--- config.mk ---
export PLATFORM = sky130hd
export DESIGN_NAME = ibmm_queue
export DESIGN_NICKNAME = d
export VERILOG_FILES = /design/src/design/ibmm_pkg.sv /design/src/design/ibmm_queue.sv
export SDC_FILE = /design/constraint.sdc
export NUM_CORES = 1
export LEC_CHECK = 0
export ABC_AREA = 1
export ABC_CLOCK_PERIOD_IN_PS = 13670
export BUFFER_PORTS_ARGS = -buffer_cell sky130_fd_sc_hd__buf_2
export CAP_MARGIN = 15
export CORE_AREA = 3 3 235 237
export DETAILED_ROUTE_END_ITERATION = 7
export DIE_AREA = 0 0 238 240
export PLACE_DENSITY = 0.57
export REMOVE_ABC_BUFFERS = 1
export SLEW_MARGIN = 20
export SYNTH_ARGS = -nofsm -noshare
export SYNTH_HDL_FRONTEND = slang
export SYNTH_SLANG_ARGS = --single-unit
--- constraint.sdc ---
create_clock -name clk_i -period 13.67 [get_ports clk_i]
set_input_delay 1.367 -clock clk_i [delete_from_list [all_inputs] [get_ports clk_i]]
set_output_delay 1.367 -clock clk_i [all_outputs]
set_load 0.01 [all_outputs]
--- src/design/ibmm_pkg.sv ---
// Package for the indexed Barrett modular multiply pair.
// Holds operation and register codes, the queue entry type and sizing constants.
// No dependencies.
package ibmm_pkg;

  // default number of factor words in the table
  localparam int unsigned TableDepth = 4096;
  // entries in the queue between front and back
  localparam int unsigned QueueDepth = 4;

  // item operation codes
  typedef enum logic [1:0] {
    OP_LOAD   = 2'd0,
    OP_UPDATE = 2'd1,
    OP_FINISH = 2'd2
  } op_e;

  // configuration register indexes
  typedef enum logic [1:0] {
    CFG_MODULUS = 2'd0,
    CFG_BARRETT = 2'd1,
    CFG_MASK    = 2'd2
  } cfg_idx_e;

  // configuration register contents
  typedef struct packed {
    logic [31:0] modulus;
    logic [63:0] barrett_factor;
    logic [11:0] elim_mask;
  } cfg_t;

  // one classified item on its way from front to back
  typedef struct packed {
    logic        finish;
    logic [31:0] value_zero;
    logic [31:0] value_one;
    logic [31:0] factor_zero;
    logic [31:0] factor_one;
    logic        last;
  } item_t;

endpackage

--- src/design/ibmm_queue.sv ---
// Short queue between front and back of the modular multiply pair.
// Depends on ibmm_pkg (item type, queue depth).
module ibmm_queue (
  input  logic            clk_i,
  input  logic            rst_ni,
  input  logic            push_valid_i,
  input  ibmm_pkg::item_t push_item_i,
  output logic            push_ready_o,
  output logic            pop_valid_o,
  output ibmm_pkg::item_t pop_item_o,
  input  logic            pop_ready_i
);

  localparam int unsigned QD = ibmm_pkg::QueueDepth;
  localparam int unsigned PW = (QD > 1) ? $clog2(QD) : 1;
  localparam int unsigned CW = $clog2(QD + 1);

  ibmm_pkg::item_t entry_q [QD];
  logic [PW-1:0]   wr_ptr_q, wr_ptr_d, rd_ptr_q, rd_ptr_d;
  logic [CW-1:0]   count_q, count_d;
  logic            push, pop;

  assign push_ready_o = (count_q != CW'(QD));
  assign pop_valid_o  = (count_q != '0);
  assign push         = push_valid_i && push_ready_o;
  assign pop          = pop_valid_o && pop_ready_i;
  assign pop_item_o   = entry_q[rd_ptr_q];

  // pointer and fill bookkeeping
  always_comb begin
    wr_ptr_d = wr_ptr_q;
    rd_ptr_d = rd_ptr_q;
    count_d  = count_q;
    if (push) begin
      wr_ptr_d = (wr_ptr_q == PW'(QD - 1)) ? '0 : wr_ptr_q + 1'b1;
    end
    if (pop) begin
      rd_ptr_d = (rd_ptr_q == PW'(QD - 1)) ? '0 : rd_ptr_q + 1'b1;
    end
    if (push && !pop) begin
      count_d = count_q + 1'b1;
    end else if (pop && !push) begin
      count_d = count_q - 1'b1;
    end
  end

  always_ff @(posedge clk_i or negedge rst_ni) begin
    if (!rst_ni) begin
      wr_ptr_q <= '0;
      rd_ptr_q <= '0;
      count_q  <= '0;
    end else begin
      wr_ptr_q <= wr_ptr_d;
      rd_ptr_q <= rd_ptr_d;
      count_q  <= count_d;
    end
  end

  always_ff @(posedge clk_i) begin
    if (push) begin
      entry_q[wr_ptr_q] <= push_item_i;
    end
  end

  // fill level stays within bounds
  assert property (@(posedge clk_i) disable iff (!rst_ni) count_q <= CW'(QD))
    else $error("queue fill level beyond depth");
  // an entry popped while the queue held one leaves it empty unless refilled
  assert property (@(posedge clk_i) disable iff (!rst_ni)
                   (count_q == CW'(1) && pop && !push) |=> !pop_valid_o)
    else $error("queue not empty after last entry popped");
  // a full queue with no pop stays full
  assert property (@(posedge clk_i) disable iff (!rst_ni)
                   (!push_ready_o && !pop) |=> !push_ready_o)
    else $error("full queue lost an entry");

endmodule

==> out/metrics.cfg, run 1 <==
[global_routing]
grt_pass1_vias = 12011
grt_most_used_layer = met2
overflow = 0
grt_use_met3 = 0.0442
met2_usage = 0.250
grt_pass1_wl_um = 67300
gr-usage-met1 = 0.196
grt_max_degree = 121
grt_usage = 0.151
antenna_found_initial = 9

[drt]
drt_iter0_drc = 594
drtPass1Iterations = 5
drc = 0
vias = 12209
wl_per_cell_um = 16.9
vias_per_cell = 4.74
wl_um = 43500
antenna_left = 0

[place]
place.gp.congestion = 0.743
dp_hpwl_um = 25300
io_buffers = 265
dp_worst_setup_slack_ns = 8.83

[yosys]
ys_warn_count = 0
ys_types = 17
synthFlopType = edfxtp_1
syn-cell-area_um2 = 21200
synth_edf_count = 520
synth_sequential_area_ratio = 0.744
syn_inst = 1576
avgSynthCellArea_um2 = 13.5
ys_ff_latch = 527
async_reset_ff_frac = 0.0133

[setup_path]
crit_arrival_ns = 3.84
worst_setup_path_start_kind = flip-flop
endpoint_kind = output port
worstSetupPathType = flip-flop to output port
cp.required_ns = 12.30
path_max_fanout = 120

[clock_network]
ctsHtreeMaxLevel = 2
cts_resized = 0
cts_buffers = 55
clock-root-buffer = clkbuf_16
ctsHoldBuffers = 0
cts.sinks = 527
path_clk_slew_ns = 0.06
cts_setup_buffers = 0
cts_tree = yes
clockBufferDepth = 3
clock_latency_ns = 0.59

[timing]
finalClockSkew_ns = 0.0197
worst_slew_margin_rel = 0.323
fin_ws_ns = 8.47
holdWs_ns = 0.502
fin_setup_tns_ns = 0
setup_viol = 0
fin_crit_ns = 5.20
period_share = 0.381
fmax_mhz = 192
rsz0062_at_grt = false
drv_slew = 0
tightest_slew_ns = 1.02
report.final.hold_viol_count = 0

[status]
status = complete, no violations

[cells_and_area]
final_nets = 1969
drive_gt1_frac = 0.195
n_fill_cell = 4791
final_util = 0.461
area_growth_pct = 16.1

[power_and_ir_drop]
max-vdd-ir-drop_uv = 125
power_leakage_nw = 9.66
power_density_nw_per_um2 = 216

[floorplanning]
fp.dieW_um = 238
die_area_um2 = 57100
row_count = 85
core-area_um2 = 53500
die_y_um = 240
start_util = 0.397
io_pins = 266

[hold_path]
hp-class = flip-flop to flip-flop

[flow_run]
maxCapViolCount = 0

==> routing by layer <==
metal	vias up	wire [um]
met5	-	62
met4	10	870
li1	6016	-
met1	5856	19100
met2	254	20800
met3	73	2760
==> worst paths after layout <==
kind	startpoint	end	slack (ns)	cells after the start
worst max-delay path	rd_ptr_q[0]$_DFFE_PN0P_	pop_item_o[84]	8.47	6
worst min-delay path	count_q[2]$_DFFE_PN0P_	count_q[2]$_DFFE_PN0P_	0.50	2
worst max register to register	count_q[0]$_DFFE_PN0P_	entry_q[1][40]$_DFFE_PP_	10.57	5
worst min register to register	count_q[2]$_DFFE_PN0P_	count_q[2]$_DFFE_PN0P_	0.50	2
max in group asynchronous	rst_ni	rd_ptr_q[0]$_DFFE_PN0P_	12.89	1
min in group asynchronous	rst_ni	count_q[2]$_DFFE_PN0P_	0.60	1
==> synth_stat cells, drive strengths merged (4+ instances only) <==
library cell / count / area (um2)
nand3: 7 / 35.0
clkbuf: 4 / 15.0
nor2: 6 / 22.5
o211ai: 260 / 1950
nand2: 405 / 1520
inv: 274 / 1030
edfxtp: 520 / 15600
buf: 83 / 733
ha: 6 / 75.1
dfrtp: 7 / 175
==> placed cells by master, fill, tap and decap left out, types with 2 or more instances in the layout <==
cell       instances
nand2_1          405
edfxtp_1         520
clkinv_2           9
inv_6              2
clkbuf_1          10
bufinv_16          5
buf_2            265
dfrtp_4            2
nand3_1            7
dfrtp_1            5
o211ai_1         260
buf_4             13
clkinv_1          18
inv_1            273
ha_1               6
nor2_4             4
buf_6              2
nor2_1             2
clkbuf_16         56
diode_2            4
==> cell families after synthesis <==
logic type | share of synthesized area
compound gates | 0.0923
flops | 0.744
xor+xnor | 0.000413
fa+ha+maj | 0.00448
simple gates | 0.0747
buf+inv | 0.0838
==> metrics by stage <==
stage          instance area, um2  total power, mW  instances
2_1_floorplan               20500             3.46       1489
3_3_place_gp                22800             3.95       2465
3_5_place_dp                22900             3.98       2467
4_1_cts                     24600             5.43       2571
5_1_grt                     24600             5.69       2572
6_report                    24600             5.33       2575
==> layout make-up <==
class                   count  area (um2)  share of cell area
diodes                      4        10.0            0.000406
clock buffers              66        1440              0.0584
clock inverters            38         324              0.0132
inverters                 274        1030              0.0418
multi-input cells         688        3670               0.149
flip-flops and latches    527       15800               0.641
well taps                 696         871              0.0353
repair buffers            282        1490              0.0604
==> registers in the layout (all words and copies together) (netlist names) <==
signal and count:
count_q 3, rd_ptr_q 2, wr_ptr_q 2, entry_q 520
==> power breakdown <==
part	internal (mW)	switching, mW
registers	2.12	0.125
clock network	0.845	0.592
logic	0.534	1.11
total	3.50	1.83
==> critical path, stage by stage, from the launching register on <==
cell and delay (ns):
dfrtp_4 1.05, buf_4 0.88, buf_6 0.68, nand2_1 0.13, o211ai_1 0.11, nand2_1 0.08
buf_2 0.15
(Power assumes the default switching activity.)
==> inputs of run 2 (changes only) <==
Settings changed: ABC_CLOCK_PERIOD_IN_PS 13670 to 4650, PLACE_DENSITY 0.57 to 0.59.
Clock period 13.67 ns to 4.65 ns, I/O delays scaled along.
==> run 2 against run 1 <==
Global-route usage grew 0.061 points. First-iteration DRC count grew 1.9%. Worst hold slack lost 0.42 ns. Highest routed layer unchanged. Worst setup slack lost 7.2 ns. Register-to-register slack lost 8.6 ns. Critical endpoint is now pop_item_o[36].
==> out/metrics.cfg, run 2 (synthesis results as in run 1) <==
[status]
status = complete, no violations

[drt]
wl_um = 44100  ; +1.2%
drt_iter0_drc = 605  ; +1.9%
wl_per_cell_um = 17.1  ; +1.2%
vias_per_cell = 4.82  ; +1.6%
antenna_left = 0  ; unchanged
vias = 12410  ; +1.6%
drtPass1Iterations = 5  ; unchanged
drc = 0  ; unchanged

[global_routing]
grt_usage = 0.151  ; +0.000608
met2_usage = 0.253  ; +0.00317
grt_pass1_wl_um = 67200  ; -0.15%
grt_max_degree = 90  ; -26%
grt_use_met3 = 0.0407  ; -0.00344
grt_pass1_vias = 11971  ; -0.33%
antenna_found_initial = 12  ; +3
gr-usage-met1 = 0.196  ; -0.000339
grt_most_used_layer = met2
overflow = 0  ; unchanged

[floorplanning]
start_util = 0.397  ; unchanged
die_area_um2 = 57100  ; unchanged
row_count = 85  ; unchanged
io_pins = 266  ; unchanged
die_y_um = 240  ; unchanged
core-area_um2 = 53500  ; unchanged
fp.dieW_um = 238  ; unchanged

[cells_and_area]
mostFrequentLayoutCells = edfxtp_1, nand2_1, inv_1, buf_2, o211ai_1
largest_reg_flops = 520  ; unchanged
finalInstanceArea_um2 = 24700  ; +0.28%
area_growth_pct = 16.5
drive_gt1_frac = 0.198  ; +0.00363
final_nets = 1979  ; +0.51%
largest_register = entry_q
multi_input_area_um2 = 3670  ; unchanged
final_common_cell = edfxtp_1
regArea_um2 = 15800  ; unchanged
n_fill_cell = 4713  ; -1.6%
reg_top3 = entry_q: 520 flops, count_q: 3 flops

[timing]
period_share = 0.720
report.final.hold_viol_count = 0  ; unchanged
fmax_mhz = 299
worst_slew_margin_rel = 0.352  ; +0.0290
setup_viol = 0  ; unchanged
tightest_slew_ns = 0.972  ; -0.0435 ns
fin_setup_tns_ns = 0  ; unchanged
finalClockSkew_ns = 0.0131  ; -0.00661 ns
drv_slew = 0  ; unchanged
rsz0062_at_grt = false
fin_crit_ns = 3.35

[setup_path]
crit_arrival_ns = 2.88  ; -0.96 ns
r2r_cells = 6  ; +1
worstSetupPathType = flip-flop to output port
endpoint_kind = output port
cp.required_ns = 4.18  ; -8.12 ns
path_max_fanout = 64  ; -47%
worst_setup_path_start_kind = flip-flop

[place]
dp_hpwl_um = 26200  ; +3.5%
place_area_um2 = 23000  ; +0.59%
io_buffers = 265  ; unchanged
place.gp.congestion = 0.743  ; about the same

[clock_network]
ctsHtreeMaxLevel = 2  ; unchanged
cts_setup_buffers = 0  ; unchanged
cts.sinks = 527  ; unchanged
cts_buffers = 54  ; -1.8%
clockBufferDepth = 3  ; unchanged
clock_latency_ns = 0.59  ; about the same
cts_tree = yes
cts_resized = 0  ; unchanged
path_clk_slew_ns = 0.06  ; about the same
clock-root-buffer = clkbuf_16

[flow_run]
maxCapViolCount = 0  ; unchanged

[hold_path]
hp-class = primary input to flip-flop
min_path_cells = 1  ; -1

[power_and_ir_drop]
power_leakage_nw = 9.70  ; +0.36%
max-vdd-ir-drop_uv = 375  ; +200%
power_density_nw_per_um2 = 637  ; +190%

[run 2: report_power, final]
group | total, mW | internal [mW] | switching [mW]
sequential | 6.58 | 6.23 | 0.350
combinational | 4.99 | 1.66 | 3.32
clock | 4.18 | 2.45 | 1.72
total | 15.7 | 10.4 | 5.40
[run 2: critical path: stages (launching register included)]
cell      delay [ns]
dfrtp_4         0.66
inv_4           0.70
buf_4           0.46
o211ai_1        0.14
nand2_1         0.13
buf_2           0.15
[run 2: final timing paths]
path / start / to / slack (ns)
min in group asynchronous: rst_ni / count_q[0]$_DFFE_PN0P_ / 0.25
max in group asynchronous: rst_ni / rd_ptr_q[0]$_DFFE_PN0P_ / 4.22
setup reg to reg: count_q[0]$_DFFE_PN0P_ / entry_q[0][37]$_DFFE_PP_ / 2.02
setup / recovery: rd_ptr_q[1]$_DFFE_PN0P_ / pop_item_o[36] / 1.30
hold / removal: push_item_i[47] / entry_q[3][47]$_DFFE_PP_ / 0.09
hold reg to reg: count_q[2]$_DFFE_PN0P_ / count_q[2]$_DFFE_PN0P_ / 0.50
[run 2: per-layer routing]
metal	part of all wire	wire (um)	vias up
met3	0.063	2790	81
met2	0.48	21200	287
li1	-	-	6021
met4	0.022	958	20
met1	0.43	19000	6001
met5	0.0026	113	-
[run 2: per-stage QoR]
stage	hold WS (ns)	power, mW	util	setup slack [ns]	cells
final	0.0867	15.7	0.462	1.30	2575
after global routing	0.0517	16.8	0.462	1.08	2573
after CTS	0.0358	16.0	0.462	1.20	2572
after detailed placement	0.315	11.8	0.430	1.85	2477
after global placement	0.310	11.7	0.430	1.86	2477
after floorplan	0.169	9.48	-	-4.76	1489
[run 2: final cells by class]
class / count / area share
flip-flops and latches: 527 / 0.639
repair buffers: 293 / 0.0658
diodes: 3 / 0.000304
clock inverters: 28 / 0.0122
inverters: 274 / 0.0417
clock buffers: 66 / 0.0565
multi-input cells: 688 / 0.149
well taps: 696 / 0.0352
[run 2: timing repair]
item	CTS	global route
setup endpoints to repair	0	0
hold buffers	1	0
hold endpoints to repair	7	0
==> inputs of run 3 (changes only) <==
Settings changed: ABC_CLOCK_PERIOD_IN_PS 4650 to 2900.
Clock period 4.65 ns to 2.9 ns, I/O delays scaled along.
==> run 3 against run 2 <==
Utilization increased by 2.8 points. Sequential power up 58%. Critical endpoint is now pop_item_o[39]. Clock-buffer cell count grew 5.
==> out/metrics.cfg, run 3 (synthesis results as in run 1) <==
[status]
status = complete, no violations

[cells_and_area]
reg_top3 = entry_q: 520 flops, count_q: 3 flops
final_nets = 2118  ; +7.0%
area_growth_pct = 23.4
final_util = 0.489  ; +0.0276
largest_reg_flops = 520  ; unchanged
finalNonFillerCells = 2713  ; +5.4%
mostFrequentLayoutCells = edfxtp_1, nand2_1, inv_1, buf_2, o211ai_1
drive_gt1_frac = 0.186  ; -0.0122
largest_register = entry_q
multi_input_area_um2 = 3670  ; unchanged
n_fill_cell = 4618  ; -2.0%
regArea_um2 = 15800  ; unchanged
final_common_cell = edfxtp_1

[timing]
worst_slew_margin_rel = 0.505  ; +0.153
drv_slew = 0  ; unchanged
rsz0062_at_grt = false
fin_crit_ns = 2.69
period_share = 0.926
fin_ws_ns = 0.214  ; -1.09 ns
setup_viol = 0  ; unchanged
fmax_mhz = 372
tightest_slew_ns = 0.743  ; -0.229 ns
report.final.hold_viol_count = 0  ; unchanged
fin_setup_tns_ns = 0  ; unchanged
finalClockSkew_ns = 0.00955  ; -0.00352 ns

[floorplanning]
core-area_um2 = 53500  ; unchanged
die_area_um2 = 57100  ; unchanged
io_pins = 266  ; unchanged
die_y_um = 240  ; unchanged
row_count = 85  ; unchanged
fp.dieW_um = 238  ; unchanged
start_util = 0.397  ; unchanged

[clock_network]
cts_buffers = 55  ; +1.9%
ctsHtreeMaxLevel = 2  ; unchanged
clock-root-buffer = clkbuf_16
clockBufferDepth = 3  ; unchanged
cts_resized = 0  ; unchanged
cts_tree = yes
path_clk_slew_ns = 0.06  ; about the same
cts.sinks = 527  ; unchanged
ctsHoldBuffers = 133  ; +132
cts_setup_buffers = 0  ; unchanged
clock_latency_ns = 0.58  ; about the same

[power_and_ir_drop]
power_density_nw_per_um2 = 975  ; +53%
clock_power_share = 0.254  ; -0.011
p_comb_frac = 0.337  ; +0.020
p_seq_frac = 0.409  ; -0.009
power_leakage_nw = 10.3  ; +6.3%
sw_frac_of_total = 0.344  ; +0.00169
max-vdd-ir-drop_uv = 708  ; +89%
p_int_mw = 16.7  ; +62%
p_switching_mw = 8.79  ; +63%

[setup_path]
endpoint_kind = output port
crit_arrival_ns = 2.40  ; -0.48 ns
worstSetupPathType = flip-flop to output port
path_max_fanout = 49  ; -23%
cp.required_ns = 2.61  ; -1.57 ns
worst_setup_path_start_kind = flip-flop

[drt]
antenna_left = 0  ; unchanged
wl_per_cell_um = 17.0  ; -0.87%
drt_iter0_drc = 753  ; +24%
wl_um = 46000  ; +4.4%
vias = 12880  ; +3.8%
drc = 0  ; unchanged
drtPass1Iterations = 7  ; +2
vias_per_cell = 4.75  ; -1.5%

[hold_path]
hp-class = primary input to async pin

[global_routing]
grt_pass1_wl_um = 71800  ; +6.9%
grt_usage = 0.160  ; +0.00914
overflow = 0  ; unchanged
antenna_found_initial = 4  ; -8
grt_max_degree = 87  ; -3.3%
grt_pass1_vias = 12781  ; +6.8%

[place]
io_buffers = 265  ; unchanged
dp_hpwl_um = 27200  ; +3.7%
dp_worst_setup_slack_ns = 0.736  ; -1.12 ns
place.gp.congestion = 0.773  ; +4.0%
dpl.cell_count = 2483  ; +0.24%

[flow_run]
maxCapViolCount = 0  ; unchanged

[run 3: cell count changes in the layout (fill, tap and decap cells not counted), moves of 2 or more]
cell | before | now
buf_12 | 7 | 20
buf_4 | 20 | 13
bufinv_16 | 6 | 2
clkbuf_1 | 12 | 14
clkbuf_16 | 54 | 57
clkinv_1 | 9 | 11
dlygate4sd3_1 | 1 | 133
[run 3: final timing paths]
check	from	endpoint	slack [ns]	cells after the start
min	rst_ni	rd_ptr_q[0]$_DFFE_PN0P_	0.08	2
min in group clk_i	push_item_i[13]	entry_q[2][13]$_DFFE_PP_	0.46	2
min reg2reg	count_q[2]$_DFFE_PN0P_	count_q[2]$_DFFE_PN0P_	0.51	2
max reg2reg	count_q[0]$_DFFE_PN0P_	entry_q[0][96]$_DFFE_PP_	0.75	5
max	rd_ptr_q[0]$_DFFE_PN0P_	pop_item_o[39]	0.21	5
max in group asynchronous	rst_ni	rd_ptr_q[1]$_DFFE_PN0P_	2.64	2
[run 3: power groups by stage]
stage	sequential, mW	clock, mW	combinational [mW]
floorplan	11.1	0	3.46
global placement	10.6	0	8.56
detailed placement	10.6	0	8.63
CTS	10.4	6.66	8.80
global route	10.6	7.00	9.60
finish	10.4	6.49	8.60
[run 3: layout make-up]
class                   count  share of cell area
flip-flops and latches    527               0.603
diodes                      2            0.000191
inverters                 274              0.0394
repair buffers            431               0.121
well taps                 696              0.0333
clock inverters            24             0.00636
multi-input cells         688               0.140
clock buffers              71              0.0565
[run 3: stage by stage]
| step | area, um2 | hold WS, ns | total power, mW |
|---|---|---|---|
| after detailed placement | 23200 | 0.141 | 19.2 |
| after CTS | 26200 | 0.0345 | 25.9 |
| final | 26200 | 0.0761 | 25.5 |
| after global placement | 23200 | 0.136 | 19.1 |
| after global routing | 26200 | 0.0611 | 27.1 |
| after floorplan | 20500 | -0.00559 | 14.5 |
[run 3: layer usage]
metal	global-route usage	vias up	part of all wire
met3	0.0360	79	0.060
li1	-	6300	-
met2	0.266	293	0.47
met4	0.0436	4	0.021
met5	0	-	0.00059
met1	0.215	6204	0.45
[run 3: critical path, stage by stage (launching register included)]
cell	delay (ns)
dfrtp_4	0.87
buf_4	0.46
nand2_1	0.11
o211ai_1	0.10
nand2_1	0.11
buf_2	0.15
